`src/hdl/bgc_pkg.sv`:
```
// shared types, event codes and register defaults for the button gesture classifier
package bgc_pkg;

    // gesture event codes
    localparam logic [2:0] EV_NONE       = 3'd0;
    localparam logic [2:0] EV_PRESS      = 3'd1;
    localparam logic [2:0] EV_RELEASE    = 3'd2;
    localparam logic [2:0] EV_LONG_EXIT  = 3'd3;
    localparam logic [2:0] EV_PAUSE      = 3'd4;
    localparam logic [2:0] EV_MENU_ENTER = 3'd5;
    localparam logic [2:0] EV_MENU_EXIT  = 3'd6;
    localparam logic [2:0] EV_SINGLE     = 3'd7;

    // configuration register indexes
    localparam logic [1:0] REG_DEBOUNCE     = 2'd0;
    localparam logic [1:0] REG_LONG_PRESS   = 2'd1;
    localparam logic [1:0] REG_DOUBLE_CLICK = 2'd2;

    // configuration reset values
    localparam logic [15:0] DEBOUNCE_RST     = 16'd50;
    localparam logic [15:0] LONG_PRESS_RST   = 16'd1000;
    localparam logic [15:0] DOUBLE_CLICK_RST = 16'd300;

    typedef struct packed {
        logic [15:0] debounce_ms;
        logic [15:0] hold_ms;
        logic [15:0] click_window_ms;
    } t_cfg;

    typedef struct packed {
        logic [2:0] gesture_event;
        logic       menu_open;
        logic       paused;
        logic       adjust_off;
        logic       edit_mode;
        logic       selection_reset;
        logic       edit_touched;
        logic       display_refresh;
    } t_result;

endpackage

```
`src/hdl/bgc_cfg_regs.sv`:
```
// configuration registers for the timing thresholds
module bgc_cfg_regs
    import bgc_pkg::*;
(
    input  logic        i_clk,
    input  logic        i_rst_n,
    input  logic        i_cfg_we,
    input  logic [1:0]  i_cfg_index,
    input  logic [15:0] i_cfg_data,
    output t_cfg        o_cfg
);

    t_cfg r_cfg;

    // register write, unknown indexes are dropped
    always_ff @(posedge i_clk) begin
        if (!i_rst_n) begin
            r_cfg.debounce_ms     <= DEBOUNCE_RST;
            r_cfg.hold_ms         <= LONG_PRESS_RST;
            r_cfg.click_window_ms <= DOUBLE_CLICK_RST;
        end else if (i_cfg_we) begin
            unique case (i_cfg_index)
                REG_DEBOUNCE:     r_cfg.debounce_ms     <= i_cfg_data;
                REG_LONG_PRESS:   r_cfg.hold_ms         <= i_cfg_data;
                REG_DOUBLE_CLICK: r_cfg.click_window_ms <= i_cfg_data;
                default: ;
            endcase
        end
    end

    assign o_cfg = r_cfg;

endmodule

```
`src/hdl/bgc_step.sv`:
```
// gesture state registers and the per-poll classification logic
module bgc_step
    import bgc_pkg::*;
(
    input  logic        i_clk,
    input  logic        i_rst_n,
    input  logic        i_step,
    input  logic [31:0] i_now_ms,
    input  logic        i_button_level,
    input  t_cfg        i_cfg,
    output t_result     o_result
);

    logic        r_prev_level, n_prev_level;
    logic        r_long_fired, n_long_fired;
    logic        r_single_pending, n_single_pending;
    logic [1:0]  r_click_count, n_click_count;
    logic [31:0] r_press_time, n_press_time;
    logic [31:0] r_last_edge, n_last_edge;
    logic [31:0] r_last_release, n_last_release;
    logic        r_menu, n_menu;
    logic        r_pause, n_pause;
    logic        r_adjust, n_adjust;
    logic        r_edit, n_edit;

    logic [31:0] since_edge;
    logic [31:0] held;
    logic [31:0] since_release;
    logic        debounced;
    logic        long_reached;
    logic        in_window;
    logic [1:0]  click_inc;
    logic [2:0]  ev;
    logic        sel;
    logic        touch;
    logic        refresh;

    // elapsed times, all modulo 2^32
    assign since_edge    = i_now_ms - r_last_edge;
    assign held          = i_now_ms - r_press_time;
    assign since_release = i_now_ms - r_last_release;
    assign debounced     = since_edge < {16'd0, i_cfg.debounce_ms};
    assign long_reached  = held >= {16'd0, i_cfg.hold_ms};
    assign in_window     = since_release < {16'd0, i_cfg.click_window_ms};
    assign click_inc     = r_click_count + 2'd1;

    // next state and event for one poll
    always_comb begin
        n_prev_level     = r_prev_level;
        n_long_fired     = r_long_fired;
        n_single_pending = r_single_pending;
        n_click_count    = r_click_count;
        n_press_time     = r_press_time;
        n_last_edge      = r_last_edge;
        n_last_release   = r_last_release;
        n_menu           = r_menu;
        n_pause          = r_pause;
        n_adjust         = r_adjust;
        n_edit           = r_edit;
        ev               = EV_NONE;
        sel              = 1'b0;
        touch            = 1'b0;
        refresh          = 1'b0;
        priority if (debounced) begin
            ev = EV_NONE;
        end else if (i_button_level && !r_prev_level) begin
            // press edge
            n_press_time = i_now_ms;
            n_last_edge  = i_now_ms;
            n_long_fired = 1'b0;
            n_prev_level = 1'b1;
            ev           = EV_PRESS;
        end else if (i_button_level && !r_long_fired && long_reached) begin
            // long press while held, fires once
            if (r_menu) begin
                n_menu = 1'b0;
                n_edit = 1'b0;
                sel    = 1'b1;
                ev     = EV_LONG_EXIT;
            end else begin
                n_pause = ~r_pause;
                ev      = EV_PAUSE;
            end
            n_long_fired = 1'b1;
            refresh      = 1'b1;
        end else if (!i_button_level && r_prev_level) begin
            // release edge
            n_last_edge  = i_now_ms;
            n_prev_level = 1'b0;
            ev           = EV_RELEASE;
            if (r_long_fired) begin
                n_long_fired = 1'b0;
            end else if (!long_reached) begin
                n_last_release = i_now_ms;
                if (!in_window) begin
                    n_click_count    = 2'd1;
                    n_single_pending = 1'b1;
                end else if (click_inc == 2'd2) begin
                    // double click toggles the menu
                    if (r_menu) begin
                        n_menu = 1'b0;
                        n_edit = 1'b0;
                        ev     = EV_MENU_EXIT;
                    end else begin
                        n_menu = 1'b1;
                        ev     = EV_MENU_ENTER;
                    end
                    n_click_count    = 2'd0;
                    n_single_pending = 1'b0;
                    sel              = 1'b1;
                    refresh          = 1'b1;
                end else begin
                    n_click_count = click_inc;
                end
            end
        end else begin
            // quiet poll, may confirm a pending single click
            n_prev_level = i_button_level;
            if (r_click_count == 2'd1 && r_single_pending && !in_window) begin
                if (!r_menu) begin
                    n_adjust = ~r_adjust;
                    n_edit   = 1'b1;
                end else begin
                    n_edit = ~r_edit;
                end
                n_click_count    = 2'd0;
                n_single_pending = 1'b0;
                ev               = EV_SINGLE;
                touch            = 1'b1;
                refresh          = 1'b1;
            end
        end
    end

    // state update on each processed poll
    always_ff @(posedge i_clk) begin
        if (!i_rst_n) begin
            r_prev_level     <= 1'b0;
            r_long_fired     <= 1'b0;
            r_single_pending <= 1'b0;
            r_click_count    <= 2'd0;
            r_press_time     <= 32'd0;
            r_last_edge      <= 32'd0;
            r_last_release   <= 32'd0;
            r_menu           <= 1'b0;
            r_pause          <= 1'b0;
            r_adjust         <= 1'b0;
            r_edit           <= 1'b0;
        end else if (i_step) begin
            r_prev_level     <= n_prev_level;
            r_long_fired     <= n_long_fired;
            r_single_pending <= n_single_pending;
            r_click_count    <= n_click_count;
            r_press_time     <= n_press_time;
            r_last_edge      <= n_last_edge;
            r_last_release   <= n_last_release;
            r_menu           <= n_menu;
            r_pause          <= n_pause;
            r_adjust         <= n_adjust;
            r_edit           <= n_edit;
        end
    end

    // result shows status after the step
    always_comb begin
        o_result.gesture_event   = ev;
        o_result.menu_open       = n_menu;
        o_result.paused          = n_pause;
        o_result.adjust_off      = n_adjust;
        o_result.edit_mode       = n_edit;
        o_result.selection_reset = sel;
        o_result.edit_touched    = touch;
        o_result.display_refresh = refresh;
    end

    // a press leaves the button held with the long press re-armed
    a_press_state: assert property (@(posedge i_clk) disable iff (!i_rst_n)
        i_step && ev == EV_PRESS |=> r_prev_level && !r_long_fired)
        else $error("press did not arm hold tracking");

    // a double click clears the click bookkeeping
    a_double_clear: assert property (@(posedge i_clk) disable iff (!i_rst_n)
        i_step && (ev == EV_MENU_ENTER || ev == EV_MENU_EXIT)
        |=> r_click_count == 2'd0 && !r_single_pending)
        else $error("double click left clicks pending");

    // a confirmed single click consumes the pending click
    a_single_clear: assert property (@(posedge i_clk) disable iff (!i_rst_n)
        i_step && ev == EV_SINGLE |=> !r_single_pending && r_click_count == 2'd0)
        else $error("single click still pending after confirmation");

    // mode state only moves on a processed poll
    a_hold_state: assert property (@(posedge i_clk) disable iff (!i_rst_n)
        !i_step |=> $stable(r_menu) && $stable(r_pause) && $stable(r_adjust)
                    && $stable(r_edit))
        else $error("mode state changed without a poll");

endmodule

```
`src/hdl/button_gesture_classifier_core.sv`:
```
// top level: input register, gesture classification and result register
// data path: a poll is captured in the input register and then loaded into the result
//   register, which raises o_valid; the load waits while the output is stalled
// throughput: one poll per cycle while i_ready keeps the output free
// reset: synchronous active-low i_rst_n clears all gesture state, empties both
//   registers and restores the thresholds to 50, 1000 and 300 ms
module button_gesture_classifier_core
    import bgc_pkg::*;
(
    input  logic        i_clk,
    input  logic        i_rst_n,
    input  logic        i_valid,
    output logic        o_ready,
    input  logic [31:0] i_now_ms,
    input  logic        i_button_level,
    output logic        o_valid,
    input  logic        i_ready,
    output logic [2:0]  o_gesture_event,
    output logic        o_menu_open,
    output logic        o_paused,
    output logic        o_adjust_off,
    output logic        o_edit_mode,
    output logic        o_selection_reset,
    output logic        o_edit_touched,
    output logic        o_display_refresh,
    input  logic        i_cfg_we,
    input  logic [1:0]  i_cfg_index,
    input  logic [15:0] i_cfg_data
);

    logic        r_in_valid;
    logic [31:0] r_now_ms;
    logic        r_level;
    logic        r_out_valid;
    t_result     r_result;
    t_result     step_result;
    t_cfg        cfg;
    logic        step;

    // a held poll is processed when the result register can take it
    assign step    = r_in_valid && (!r_out_valid || i_ready);
    assign o_ready = !r_in_valid || step;

    // input register
    always_ff @(posedge i_clk) begin
        if (!i_rst_n) begin
            r_in_valid <= 1'b0;
        end else if (o_ready) begin
            r_in_valid <= i_valid;
        end
    end

    always_ff @(posedge i_clk) begin
        if (o_ready && i_valid) begin
            r_now_ms <= i_now_ms;
            r_level  <= i_button_level;
        end
    end

    bgc_cfg_regs u_cfg (
        .i_clk       (i_clk),
        .i_rst_n     (i_rst_n),
        .i_cfg_we    (i_cfg_we),
        .i_cfg_index (i_cfg_index),
        .i_cfg_data  (i_cfg_data),
        .o_cfg       (cfg)
    );

    bgc_step u_step (
        .i_clk          (i_clk),
        .i_rst_n        (i_rst_n),
        .i_step         (step),
        .i_now_ms       (r_now_ms),
        .i_button_level (r_level),
        .i_cfg          (cfg),
        .o_result       (step_result)
    );

    // result register
    always_ff @(posedge i_clk) begin
        if (!i_rst_n) begin
            r_out_valid <= 1'b0;
        end else if (step) begin
            r_out_valid <= 1'b1;
        end else if (i_ready) begin
            r_out_valid <= 1'b0;
        end
    end

    always_ff @(posedge i_clk) begin
        if (step) begin
            r_result <= step_result;
        end
    end

    assign o_valid           = r_out_valid;
    assign o_gesture_event   = r_result.gesture_event;
    assign o_menu_open       = r_result.menu_open;
    assign o_paused          = r_result.paused;
    assign o_adjust_off      = r_result.adjust_off;
    assign o_edit_mode       = r_result.edit_mode;
    assign o_selection_reset = r_result.selection_reset;
    assign o_edit_touched    = r_result.edit_touched;
    assign o_display_refresh = r_result.display_refresh;

endmodule
```
`config.mk`:
```
export PLATFORM = sky130hd
export DESIGN_NAME = button_gesture_classifier_core
export DESIGN_NICKNAME = d
export VERILOG_FILES = /design/src/hdl/bgc_pkg.sv /design/src/hdl/bgc_cfg_regs.sv /design/src/hdl/bgc_step.sv /design/src/hdl/button_gesture_classifier_core.sv
export SDC_FILE = /design/constraint.sdc
export NUM_CORES = 1
export LEC_CHECK = 0
export BUFFER_PORTS_ARGS = -buffer_cell sky130_fd_sc_hd__buf_2
export CAP_MARGIN = 30
export CORE_MARGIN = 2
export CORE_UTILIZATION = 30
export CTS_BUF_LIST = sky130_fd_sc_hd__clkbuf_8
export DETAILED_ROUTE_END_ITERATION = 12
export HOLD_SLACK_MARGIN = 0.05
export SYNTH_ARGS = -nofsm -noshare
export SYNTH_HDL_FRONTEND = slang
export SYNTH_SLANG_ARGS = --single-unit
```
`constraint.sdc`:
```
create_clock -name i_clk -period 6.9 [get_ports i_clk]
set_clock_uncertainty 0.1 [all_clocks]
set_input_delay 0.345 -clock i_clk [delete_from_list [all_inputs] [get_ports i_clk]]
set_output_delay 0.345 -clock i_clk [all_outputs]
set_load 0.005 [all_outputs]
```
==> run metrics, run 1 <==
Yosys reg bits around 200; synth-to-layout area growth 12.7%; Crit Path Category register to register; worst path arrival time 6.75 ns; die width 227 um; outcome completed; WL final 44900 um; Pwr Total 2.84 mW; Clock Latency Late Sink approximately 0.56 ns; Synth Warn # 0; post-synthesis sequential area ratio between 20% and 30%; Worst VDD drop 0.000192 V; type of the most critical hold path input pin to register; Slew @ Worst Pin 0.731 ns; Distinct cells, synth 91; CTS clock-pin slew for the worst setup and hold paths between 0.1 and 0.15 ns; final hold viol count 0; ANT cells 0; fillers a little over 5000; initial DRC count 1060; first-pass GRT wire length 70800 um; Vias 13600; Sink Count between 150 and 200; final setup fails 0; TNS Setup 0 ns; Syn Nets 2026; Clock Path Buffers 2; HPWL Detailed 35100 um; Async S/R FF share, synth 0%; FMAX 152 MHz; PwrDens 169 nW/um^2; Leak 6.39 nW; Overflow after GRT 0; largest net degree at the start of global routing 92; post-cts resize count 0; H-tree depth 4; max-cap violation count 0; # port buffers 67; Total Routing Usage GR 17.8%; Slew HR 50.6%; Synth Flop Type dfxtp_1; Final period util between 90% and 100%; antenna viol nets, final 0; startpoint types register; Syn Std Cell Area around 15000 um^2; Placer Congestion 0.909; drt first pass iters 6; NumNets Final 2105; DIE AREA 51500 um^2; initial antenna violation count 0; RSZ-0062 raised after global routing no; max-slew violations 0; core area 49000 um^2; Vias/cell 5.26; total CTS buffers 17; Clock Tree Root clkbuf_8; Die Span Y 227 um; cells after synthesis 1825; Worst EP required 7.09 ns; drt drc 0; postcts setup bufs 0; number of synthesized flops with an enable pin 43; maximum fanout along the worst path 6; num ports 68; min Tclk post-route 6.56 ns; Crit. End Element register; wire per inst 17.4 um; vias in the first global route between 10000 and 15000; Initial Utilization 30.4%; site row count 81; layout cells sized above 1 7.93%; CTS tree built; average size of a mapped cell 8.17 um^2
flip-flops by register name (all words and copies together), names as in the netlist, 2 cells and up:
name and flops:
u_step.r_last_release 32, u_step.r_press_time 32, o_gesture_event 3, u_step.r_last_edge 32, u_cfg.o_cfg 48, u_step.r_click_count 2
r_now_ms 32
worst paths after layout:
check	end	start	depth (start not counted)	slack, ns
setup / recovery	o_edit_mode	r_now_ms[4]	22	0.34
hold / removal	u_cfg.o_cfg[8]	i_rst_n	2	0.18
setup reg to reg	o_edit_mode	r_now_ms[4]	22	0.34
hold reg to reg	u_step.r_click_count[1]	u_step.r_click_count[1]	1	0.35
Yosys cell counts (13+ instances only):
master / number / share of area [%]
a211oi_1: 24 / 1.2
a21o_1: 41 / 2.1
a21oi_1: 149 / 5.0
a31oi_1: 19 / 0.80
and3_1: 15 / 0.63
clkbuf_1: 47 / 1.2
dfxtp_1: 155 / 21
edfxtp_1: 43 / 8.7
ha_1: 142 / 12
inv_1: 175 / 4.4
mux2i_1: 103 / 6.9
nand2_1: 184 / 4.6
nand2b_1: 18 / 0.76
nand3_1: 34 / 1.1
nand4_1: 28 / 1.2
nor2_1: 180 / 4.5
nor3_1: 45 / 1.5
o211ai_1: 31 / 1.6
o21a_1: 19 / 0.96
o21ai_0: 54 / 1.8
o21ai_1: 15 / 0.50
or3_1: 13 / 0.55
xnor2_1: 39 / 2.3
xor2_1: 20 / 1.2
repair_timing:
item | CTS | global route
endpoints found under the hold margin | 83 | 0
endpoints found under the setup margin | 0 | 0
hold buffers | 54 | 0
per-layer routing:
layer / GRT usage [%] / up-vias / part of all wire, %
li1: - / 6710 / -
met1: 22.8 / 6441 / 46
met2: 29.3 / 341 / 47
met3: 2.92 / 84 / 4.3
met4: 8.02 / 0 / 3.4
met5: 0 / - / 0
report_power, final:
group / switching, mW / internal [mW]
clock: 0.477 / 0.301
combinational: 0.470 / 0.320
sequential: 0.0470 / 1.22
total: 0.994 / 1.85
critical path: stages, from the launching register on:
cell and delay (ns):
edfxtp_1 0.50, ha_1 0.41, a21o_1 0.23, a31oi_1 0.29, nand2_1 0.13, and2_1 0.19
o21ai_0 0.14, nand2b_1 0.10, a21o_1 0.18, a21oi_1 0.17, xnor2_1 0.15, ha_1 0.27
a21o_1 0.16, a21o_1 0.16, a221o_1 0.36, a2111oi_0 0.59, o2111ai_1 0.19, a2111oi_0 0.47
nor4bb_1 0.39, nand4_1 0.28, nor4b_1 0.54, nor3_1 0.10, o22a_1 0.20
stage by stage:
step | hold WS [ns] | area (um^2) | util, % | setup WS [ns] | std cells
2_1_floorplan | 0.328 | 14900 | - | 1.53 | 1825
3_3_place_gp | 0.336 | 15800 | 32.3 | 0.657 | 2491
3_5_place_dp | 0.337 | 15900 | 32.4 | 0.557 | 2495
4_1_cts | 0.106 | 16800 | 34.3 | 0.506 | 2581
5_1_grt | 0.149 | 16800 | 34.3 | 0.00983 | 2581
6_report | 0.176 | 16800 | 34.3 | 0.341 | 2581
placed cells by master, fill, tap and decap left out, types with 17 or more instances in the layout:
| cell | n |
|---|---|
| a211oi_1 | 24 |
| o211ai_1 | 31 |
| nor3_1 | 45 |
| xor2_1 | 20 |
| nand3_1 | 34 |
| inv_1 | 175 |
| edfxtp_1 | 43 |
| xnor2_1 | 39 |
| buf_2 | 67 |
| dfxtp_1 | 155 |
| nor2_1 | 180 |
| dlygate4sd3_1 | 54 |
| ha_1 | 142 |
| nand2b_1 | 18 |
| nand2_1 | 184 |
| nand4_1 | 28 |
| a21oi_1 | 149 |
| o21a_1 | 19 |
| o21ai_0 | 54 |
| a31oi_1 | 19 |
| clkbuf_8 | 17 |
| a21o_1 | 41 |
| mux2i_1 | 103 |
area by class of cell:
class / instances / area, um^2 / share of cell area, %
Clock inverter: 15 / 169 / 1.01
Tap cell: 664 / 831 / 4.94
Clock buffer: 17 / 234 / 1.39
Sequential cell: 198 / 4390 / 26.2
Timing Repair Buffer: 130 / 996 / 5.93
Multi-Input combinational cell: 1382 / 9520 / 56.7
Inverter: 175 / 659 / 3.92
logic make-up (layout without fill, tap and decap cells):
family	Yosys count	count (layout)	share of synthesized area (%)
flip-flops	198	198	29.5
adder cells (fa/ha/maj)	145	145	12.3
buffers and inverters	245	337	6.71
multiplexers	107	107	7.22
XOR/XNOR	60	60	3.65
AND/OR/NAND/NOR	597	597	19.3
AO/OA/AOI/OAI	473	473	21.3
(Power assumes the default switching activity.)
==> run 2: changes to the inputs <==
PLACE_DENSITY = 0.46   (was default)
==> run 2 against run 1 <==
Net effect:
- non-clock buffer count shrank 1
- worst hold slack lost 0.050 ns
- sequential share of layout area grew 0.072 points
- global-route usage grew 0.78 points
- maximum frequency grew 1.7%
- critical path depth is the same
- cell count is the same
- sequential cell count is the same
- routed wire length grew 3.4%
- register-to-register slack gained 0.11 ns
- critical endpoint is now u_step.r_edit
==> run metrics, run 2 (synthesis results as in run 1) <==
outcome completed; HPWL Detailed 36600 um (+4.2%); FMAX 155 MHz (+1.7%); Placer Congestion 0.901 (-0.86%); CTS clock-pin slew for the worst setup and hold paths 0.11 ns (about the same); final setup fails 0 (unchanged); TNS Setup 0 ns (unchanged); # port buffers 67 (unchanged); most common cell after layout, fill and taps aside nand2_1; reg2reg end u_step.r_edit; final hold viol count 0 (unchanged); startpoint types register; max reg flops 48 (unchanged); min-delay src i_cfg_index[0]; drt first pass iters 5 (-1); Slew HR 35.8% (-15 points); die width 227 um (unchanged); Internal 1.85 mW (about the same); max-slew violations 0 (unchanged); met3 wire len 1080 um (-43%); Slew @ Worst Pin 0.963 ns (+0.232 ns); power share of the sequential group 44.7% (about the same); flop2flop setup slack 0.45 ns (+0.11 ns); Worst EP required 7.26 ns (+0.17 ns); CTS tree built; largest net degree at the start of global routing 84 (-8.7%); Storage cell area 4390 um^2 (unchanged); initial DRC count 902 (-15%); clock share of power 27.4% (about the same); layout cells sized above 1 7.83% (-0.10 points); core area 49000 um^2 (unchanged); switching share of power 34.9% (-0.062 points); post-cts resize count 0 (unchanged); Clock Latency Late Sink 0.57 ns (about the same); Clock Tree Root clkbuf_8; Hold Crit Endpoint u_cfg.o_cfg[1]; vias in the first global route 13200 (+0.32%); Comb power frac 27.9% (about the same); Worst VDD drop 0.000157 V (-18%); max-cap violation count 0 (unchanged); WL final 46400 um (+3.4%); met2 WL post-DR 22400 um (+7.0%); most frequent cells in the layout nand2_1, nor2_1, inv_1; Pwr Total 2.84 mW (about the same); Overflow after GRT 0 (unchanged); Sink Count 198 (unchanged); antenna viol nets, final 0 (unchanged); Worst R2R Start r_now_ms[4]; Critical Path Start r_now_ms[4]; Top Layer Used met4; type of the most critical hold path input pin to register; Die Span Y 227 um (unchanged); min Tclk post-route 6.45 ns (-0.112 ns); Initial Utilization 30.4% (unchanged); worst r2r path cells 22 (unchanged); met1 wire length 21900 um (+6.6%); H-tree depth 4 (unchanged); Crit Path Category register to register; Vias/cell 5.18 (-1.5%); RSZ-0062 raised after global routing no; Vias 13400 (-1.5%); Leak 6.37 nW (-0.28%); Final period util 93.4% (-1.6 points); site row count 81 (unchanged); DIE AREA 51500 um^2 (unchanged); Crit. End Element register; Total Routing Usage GR 18.6% (+0.78 points); synth-to-layout area growth 12.4%; fillers 5162 (+0.27%); NumNets Final 2104 (-0.048%); Sw Pwr 0.992 mW (-0.19%); total CTS buffers 17 (unchanged); drt drc 0 (unchanged); initial antenna violation count 1 (+1); maximum fanout along the worst path 6 (unchanged); worst path arrival time 6.81 ns (+0.06 ns); multi-input logic area 9520 um^2 (about the same); wire per inst 18.0 um (+3.4%); hold path depth 4 (+2); num ports 68 (unchanged); Clock Path Buffers 2 (unchanged); first-pass GRT wire length 72900 um (+3.0%); PwrDens 169 nW/um^2 (+0.26%)
-- run 2: cell types whose count changed in the layout (fill, tap and decap cells not counted), moves of 2 or more --
cell and change:
inv_8 +2, inv_6 -3, clkinv_8 -3, inv_4 +2
-- run 2: timing repair --
action	in CTS	in global routing
buffers inserted	0	0
hold buffers	54	0
endpoints found under the hold margin	83	0
-- run 2: worst max-delay path by stage --
| stage | to | slack, ns | cells after the start |
|---|---|---|---|
| 6_report | u_step.r_edit | 0.45 | 22 |
| 5_1_grt | o_edit_mode | 0.03 | 22 |
| 4_1_cts | u_step.r_press_time[10] | 0.51 | 23 |
| 3_5_place_dp | u_step.r_edit | 0.55 | 22 |
| 3_3_place_gp | o_edit_mode | 0.71 | 22 |
| 2_1_floorplan | o_edit_mode | 1.53 | 22 |
-- run 2: area by class of cell --
class	instances	share of cell area, %
antenna	1	0.0149
inverter	175	3.94
sequential	198	26.2
clock buffer	18	1.48
multi-input combinational	1382	56.8
timing repair buffer	129	5.76
clock inverter	14	0.836
tap	664	4.96
-- run 2: per-layer routing --
layer / up-vias / track usage (%)
li1: 6705 / -
met2: 208 / 31.7
met4: 0 / 6.62
met1: 6405 / 23.9
met5: - / 0
met3: 56 / 2.48
-- run 2: worst max-delay path, cell delays in order (launching register included) --
cell and delay (ns):
edfxtp_1 0.50, ha_1 0.41, a21o_1 0.23, a31oi_1 0.30, nand2_1 0.12, and2_1 0.19
o21ai_0 0.15, nand2b_1 0.10, a21o_1 0.18, a21oi_1 0.17, xnor2_1 0.15, ha_1 0.26
a21o_1 0.15, a21o_1 0.17, a221o_1 0.36, a2111oi_0 0.46, o2111ai_1 0.23, a2111oi_0 0.44
nor4bb_1 0.40, nand4_1 0.27, nor4b_1 0.59, o31ai_2 0.15, o221a_1 0.27
-- run 2: power groups by stage --
| stage | Sequential, mW | Clock (mW) | Combinational [mW] |
|---|---|---|---|
| final | 1.27 | 0.777 | 0.791 |
| after detailed placement | 1.30 | 0 | 0.765 |
| after global routing | 1.28 | 0.859 | 0.886 |
| after CTS | 1.27 | 0.823 | 0.792 |
| after floorplan | 1.27 | 0 | 0.563 |
| after global placement | 1.30 | 0 | 0.759 |
-- run 2: stage by stage --
step                      utilization [%]  hold WS [ns]  setup slack (ns)  instance area, um^2  cells
after floorplan                         -         0.328              1.53                14900   1825
after global placement               32.2         0.336             0.715                15800   2491
after detailed placement             32.3         0.342             0.547                15800   2494
after CTS                            34.2        0.0511             0.510                16800   2580
after global routing                 34.2         0.109            0.0340                16800   2581
final                                34.2         0.125             0.453                16800   2581
==> run 3: changes to the inputs <==
RECOVER_POWER = 25   (was default)
==> run 3 against run 2 <==
Net effect:
- the flow now finishes with violations (max-capacitance violations, max-slew violations)
- sequential cell count unchanged
- worst hold slack worse by 0.0067 ns
- power barely moved
- sequential power is essentially flat
- sequential share of layout area barely moved
- routed wire length is essentially flat
- clock power is essentially flat
- cell count unchanged
- via count hardly changed
- largest power group unchanged
- highest routed layer unchanged
==> run metrics, run 3 (synthesis results as in run 1) <==
outcome finished, violations left; violated checks max-capacitance violations, max-slew violations; Placer Congestion 0.901 (unchanged); Die Span Y 227 um (unchanged); total CTS buffers 17 (unchanged); most frequent cells in the layout nand2_1, nor2_1, inv_1; Vias/cell 5.18 (about the same); post-cts resize count 0 (unchanged); placed insts 2494 (unchanged); worst hold-check slack 0.119 ns (-0.00673 ns); WL final 46400 um (about the same); site row count 81 (unchanged); H-tree depth 4 (unchanged); Storage cell area 4390 um^2 (unchanged); PwrDens 170 nW/um^2 (+0.13%); power share of the sequential group 44.7% (about the same); first-pass GRT wire length 72900 um (unchanged); antenna viol nets, final 0 (unchanged); drt drc 0 (unchanged); worst r2r path cells 22 (unchanged); startpoint types register; min Tclk post-route 6.45 ns (+0.00262 ns); final non-filler cell total 2581 (unchanged); DIE AREA 51500 um^2 (unchanged); drt first pass iters 5 (unchanged); CTS tree built; Sink Count 198 (unchanged); Vias 13400 (-0.037%); Worst VDD drop 0.000157 V (about the same); Worst EP required 7.26 ns (about the same); Crit Path Category register to register; worst path arrival time 6.81 ns (about the same); Final period util 93.5% (about the same); most common cell after layout, fill and taps aside nand2_1; Clock Path Buffers 2 (unchanged); type of the most critical hold path input pin to register; initial antenna violation count 1 (unchanged); Internal 1.85 mW (about the same); # port buffers 67 (unchanged); flop2flop setup slack 0.45 ns (about the same); Sw Pwr 0.994 mW (+0.19%); TNS Setup 0 ns (unchanged); Slew HR -41.0% (-77 points); fillers 5168 (+0.12%); synth-to-layout area growth 12.3% (about the same); Slew @ Worst Pin 2.10 ns (+1.14 ns); Comb power frac 27.8% (about the same); max reg flops 48 (unchanged); Clock Tree Root clkbuf_8; Final WS setup 0.451 ns (-0.00262 ns); maximum fanout along the worst path 6 (unchanged); final hold viol count 0 (unchanged); FMAX 155 MHz (about the same); Worst R2R Start r_now_ms[4]; Leak 6.34 nW (-0.45%); final setup fails 0 (unchanged); Core Util, Final 34.2% (about the same); die width 227 um (unchanged); CP endpoint u_step.r_edit; num ports 68 (unchanged); vias in the first global route 13200 (unchanged); HPWL Detailed 36600 um (unchanged); NumNets Final 2104 (unchanged); core area 49000 um^2 (unchanged); Critical Path Start r_now_ms[4]; Overflow after GRT 0 (unchanged); multi-input logic area 9520 um^2 (unchanged); Initial Utilization 30.4% (unchanged); max-cap violation count 1 (+1); largest net degree at the start of global routing 84 (unchanged); Total Routing Usage GR 18.6% (unchanged); CTS clock-pin slew for the worst setup and hold paths 0.11 ns (about the same); max-slew violations 57 (+57); RSZ-0062 raised after global routing no; initial DRC count 912 (+1.1%); reg2reg end u_step.r_edit; Crit. End Element register; pre-CTS setup slack 0.547 ns (unchanged); clock share of power 27.4% (about the same); wire per inst 18.0 um (about the same); layout cells sized above 1 7.41% (-0.42 points); Clock Latency Late Sink 0.58 ns (about the same); switching share of power 35.0% (+0.048 points)
run 3: cell types whose count changed in the layout (fill, tap and decap cells not counted):
cell / before / now
buf_4: 5 / 4
buf_2: 67 / 59
clkbuf_1: 0 / 8
inv_4: 3 / 2
clkinvlp_2: 0 / 1
clkbuf_2: 0 / 1
run 3: how the worst min path moves through the flow:
stage	start	end	slack [ns]	cells after the start
after floorplan	u_step.r_click_count[1]	u_step.r_click_count[1]	0.33	1
after global placement	u_step.r_click_count[1]	u_step.r_click_count[1]	0.34	1
after detailed placement	u_step.r_click_count[1]	u_step.r_click_count[1]	0.34	1
after CTS	i_cfg_index[0]	u_cfg.o_cfg[1]	0.05	4
after global routing	i_cfg_index[0]	u_cfg.o_cfg[1]	0.11	4
final	i_cfg_index[0]	u_cfg.o_cfg[1]	0.12	4
run 3: cell type report:
cell class | instances | share of cell area [%]
Clock inverter | 14 | 0.837
Tap cell | 664 | 4.96
Sequential cell | 198 | 26.2
Clock buffer | 18 | 1.48
Antenna cell | 1 | 0.0149
Timing Repair Buffer | 129 | 5.69
Multi-Input combinational cell | 1382 | 56.8
Inverter | 175 | 3.93
run 3: critical path, stage by stage, from the launching register on:
cell	delay, ns
edfxtp_1	0.50
ha_1	0.41
a21o_1	0.22
a31oi_1	0.29
nand2_1	0.11
and2_1	0.18
o21ai_0	0.15
nand2b_1	0.10
a21o_1	0.18
a21oi_1	0.17
xnor2_1	0.15
ha_1	0.26
a21o_1	0.15
a21o_1	0.17
a221o_1	0.36
a2111oi_0	0.46
o2111ai_1	0.23
a2111oi_0	0.42
nor4bb_1	0.41
nand4_1	0.27
nor4b_1	0.60
o31ai_2	0.15
o221a_1	0.27
run 3: per-stage QoR:
stage / total power [mW] / cell area (um^2)
floorplan: 1.84 / 14900
global placement: 2.06 / 15800
detailed placement: 2.06 / 15800
CTS: 2.89 / 16800
global route: 3.02 / 16700
finish: 2.84 / 16700
run 3: routing by layer:
metal / GRT usage, % / share of wire (%) / up-vias
li1: - / - / 6710
met1: 23.9 / 47 / 6387
met2: 31.7 / 48 / 218
met3: 2.48 / 2.7 / 54
met4: 6.62 / 2.3 / 0
met5: 0 / 0 / -
run 3: power groups by stage:
stage          clock network, mW  registers, mW  logic (mW)
2_1_floorplan                  0           1.27       0.563
3_3_place_gp                   0           1.30       0.759
3_5_place_dp                   0           1.30       0.765
4_1_cts                    0.823           1.27       0.792
5_1_grt                    0.859           1.28       0.885
6_report                   0.779           1.27       0.791
run 3: repair_timing:
action,in CTS,in global routing
buffers inserted,0,0
hold endpoints to repair,83,0
hold buffers,54,0
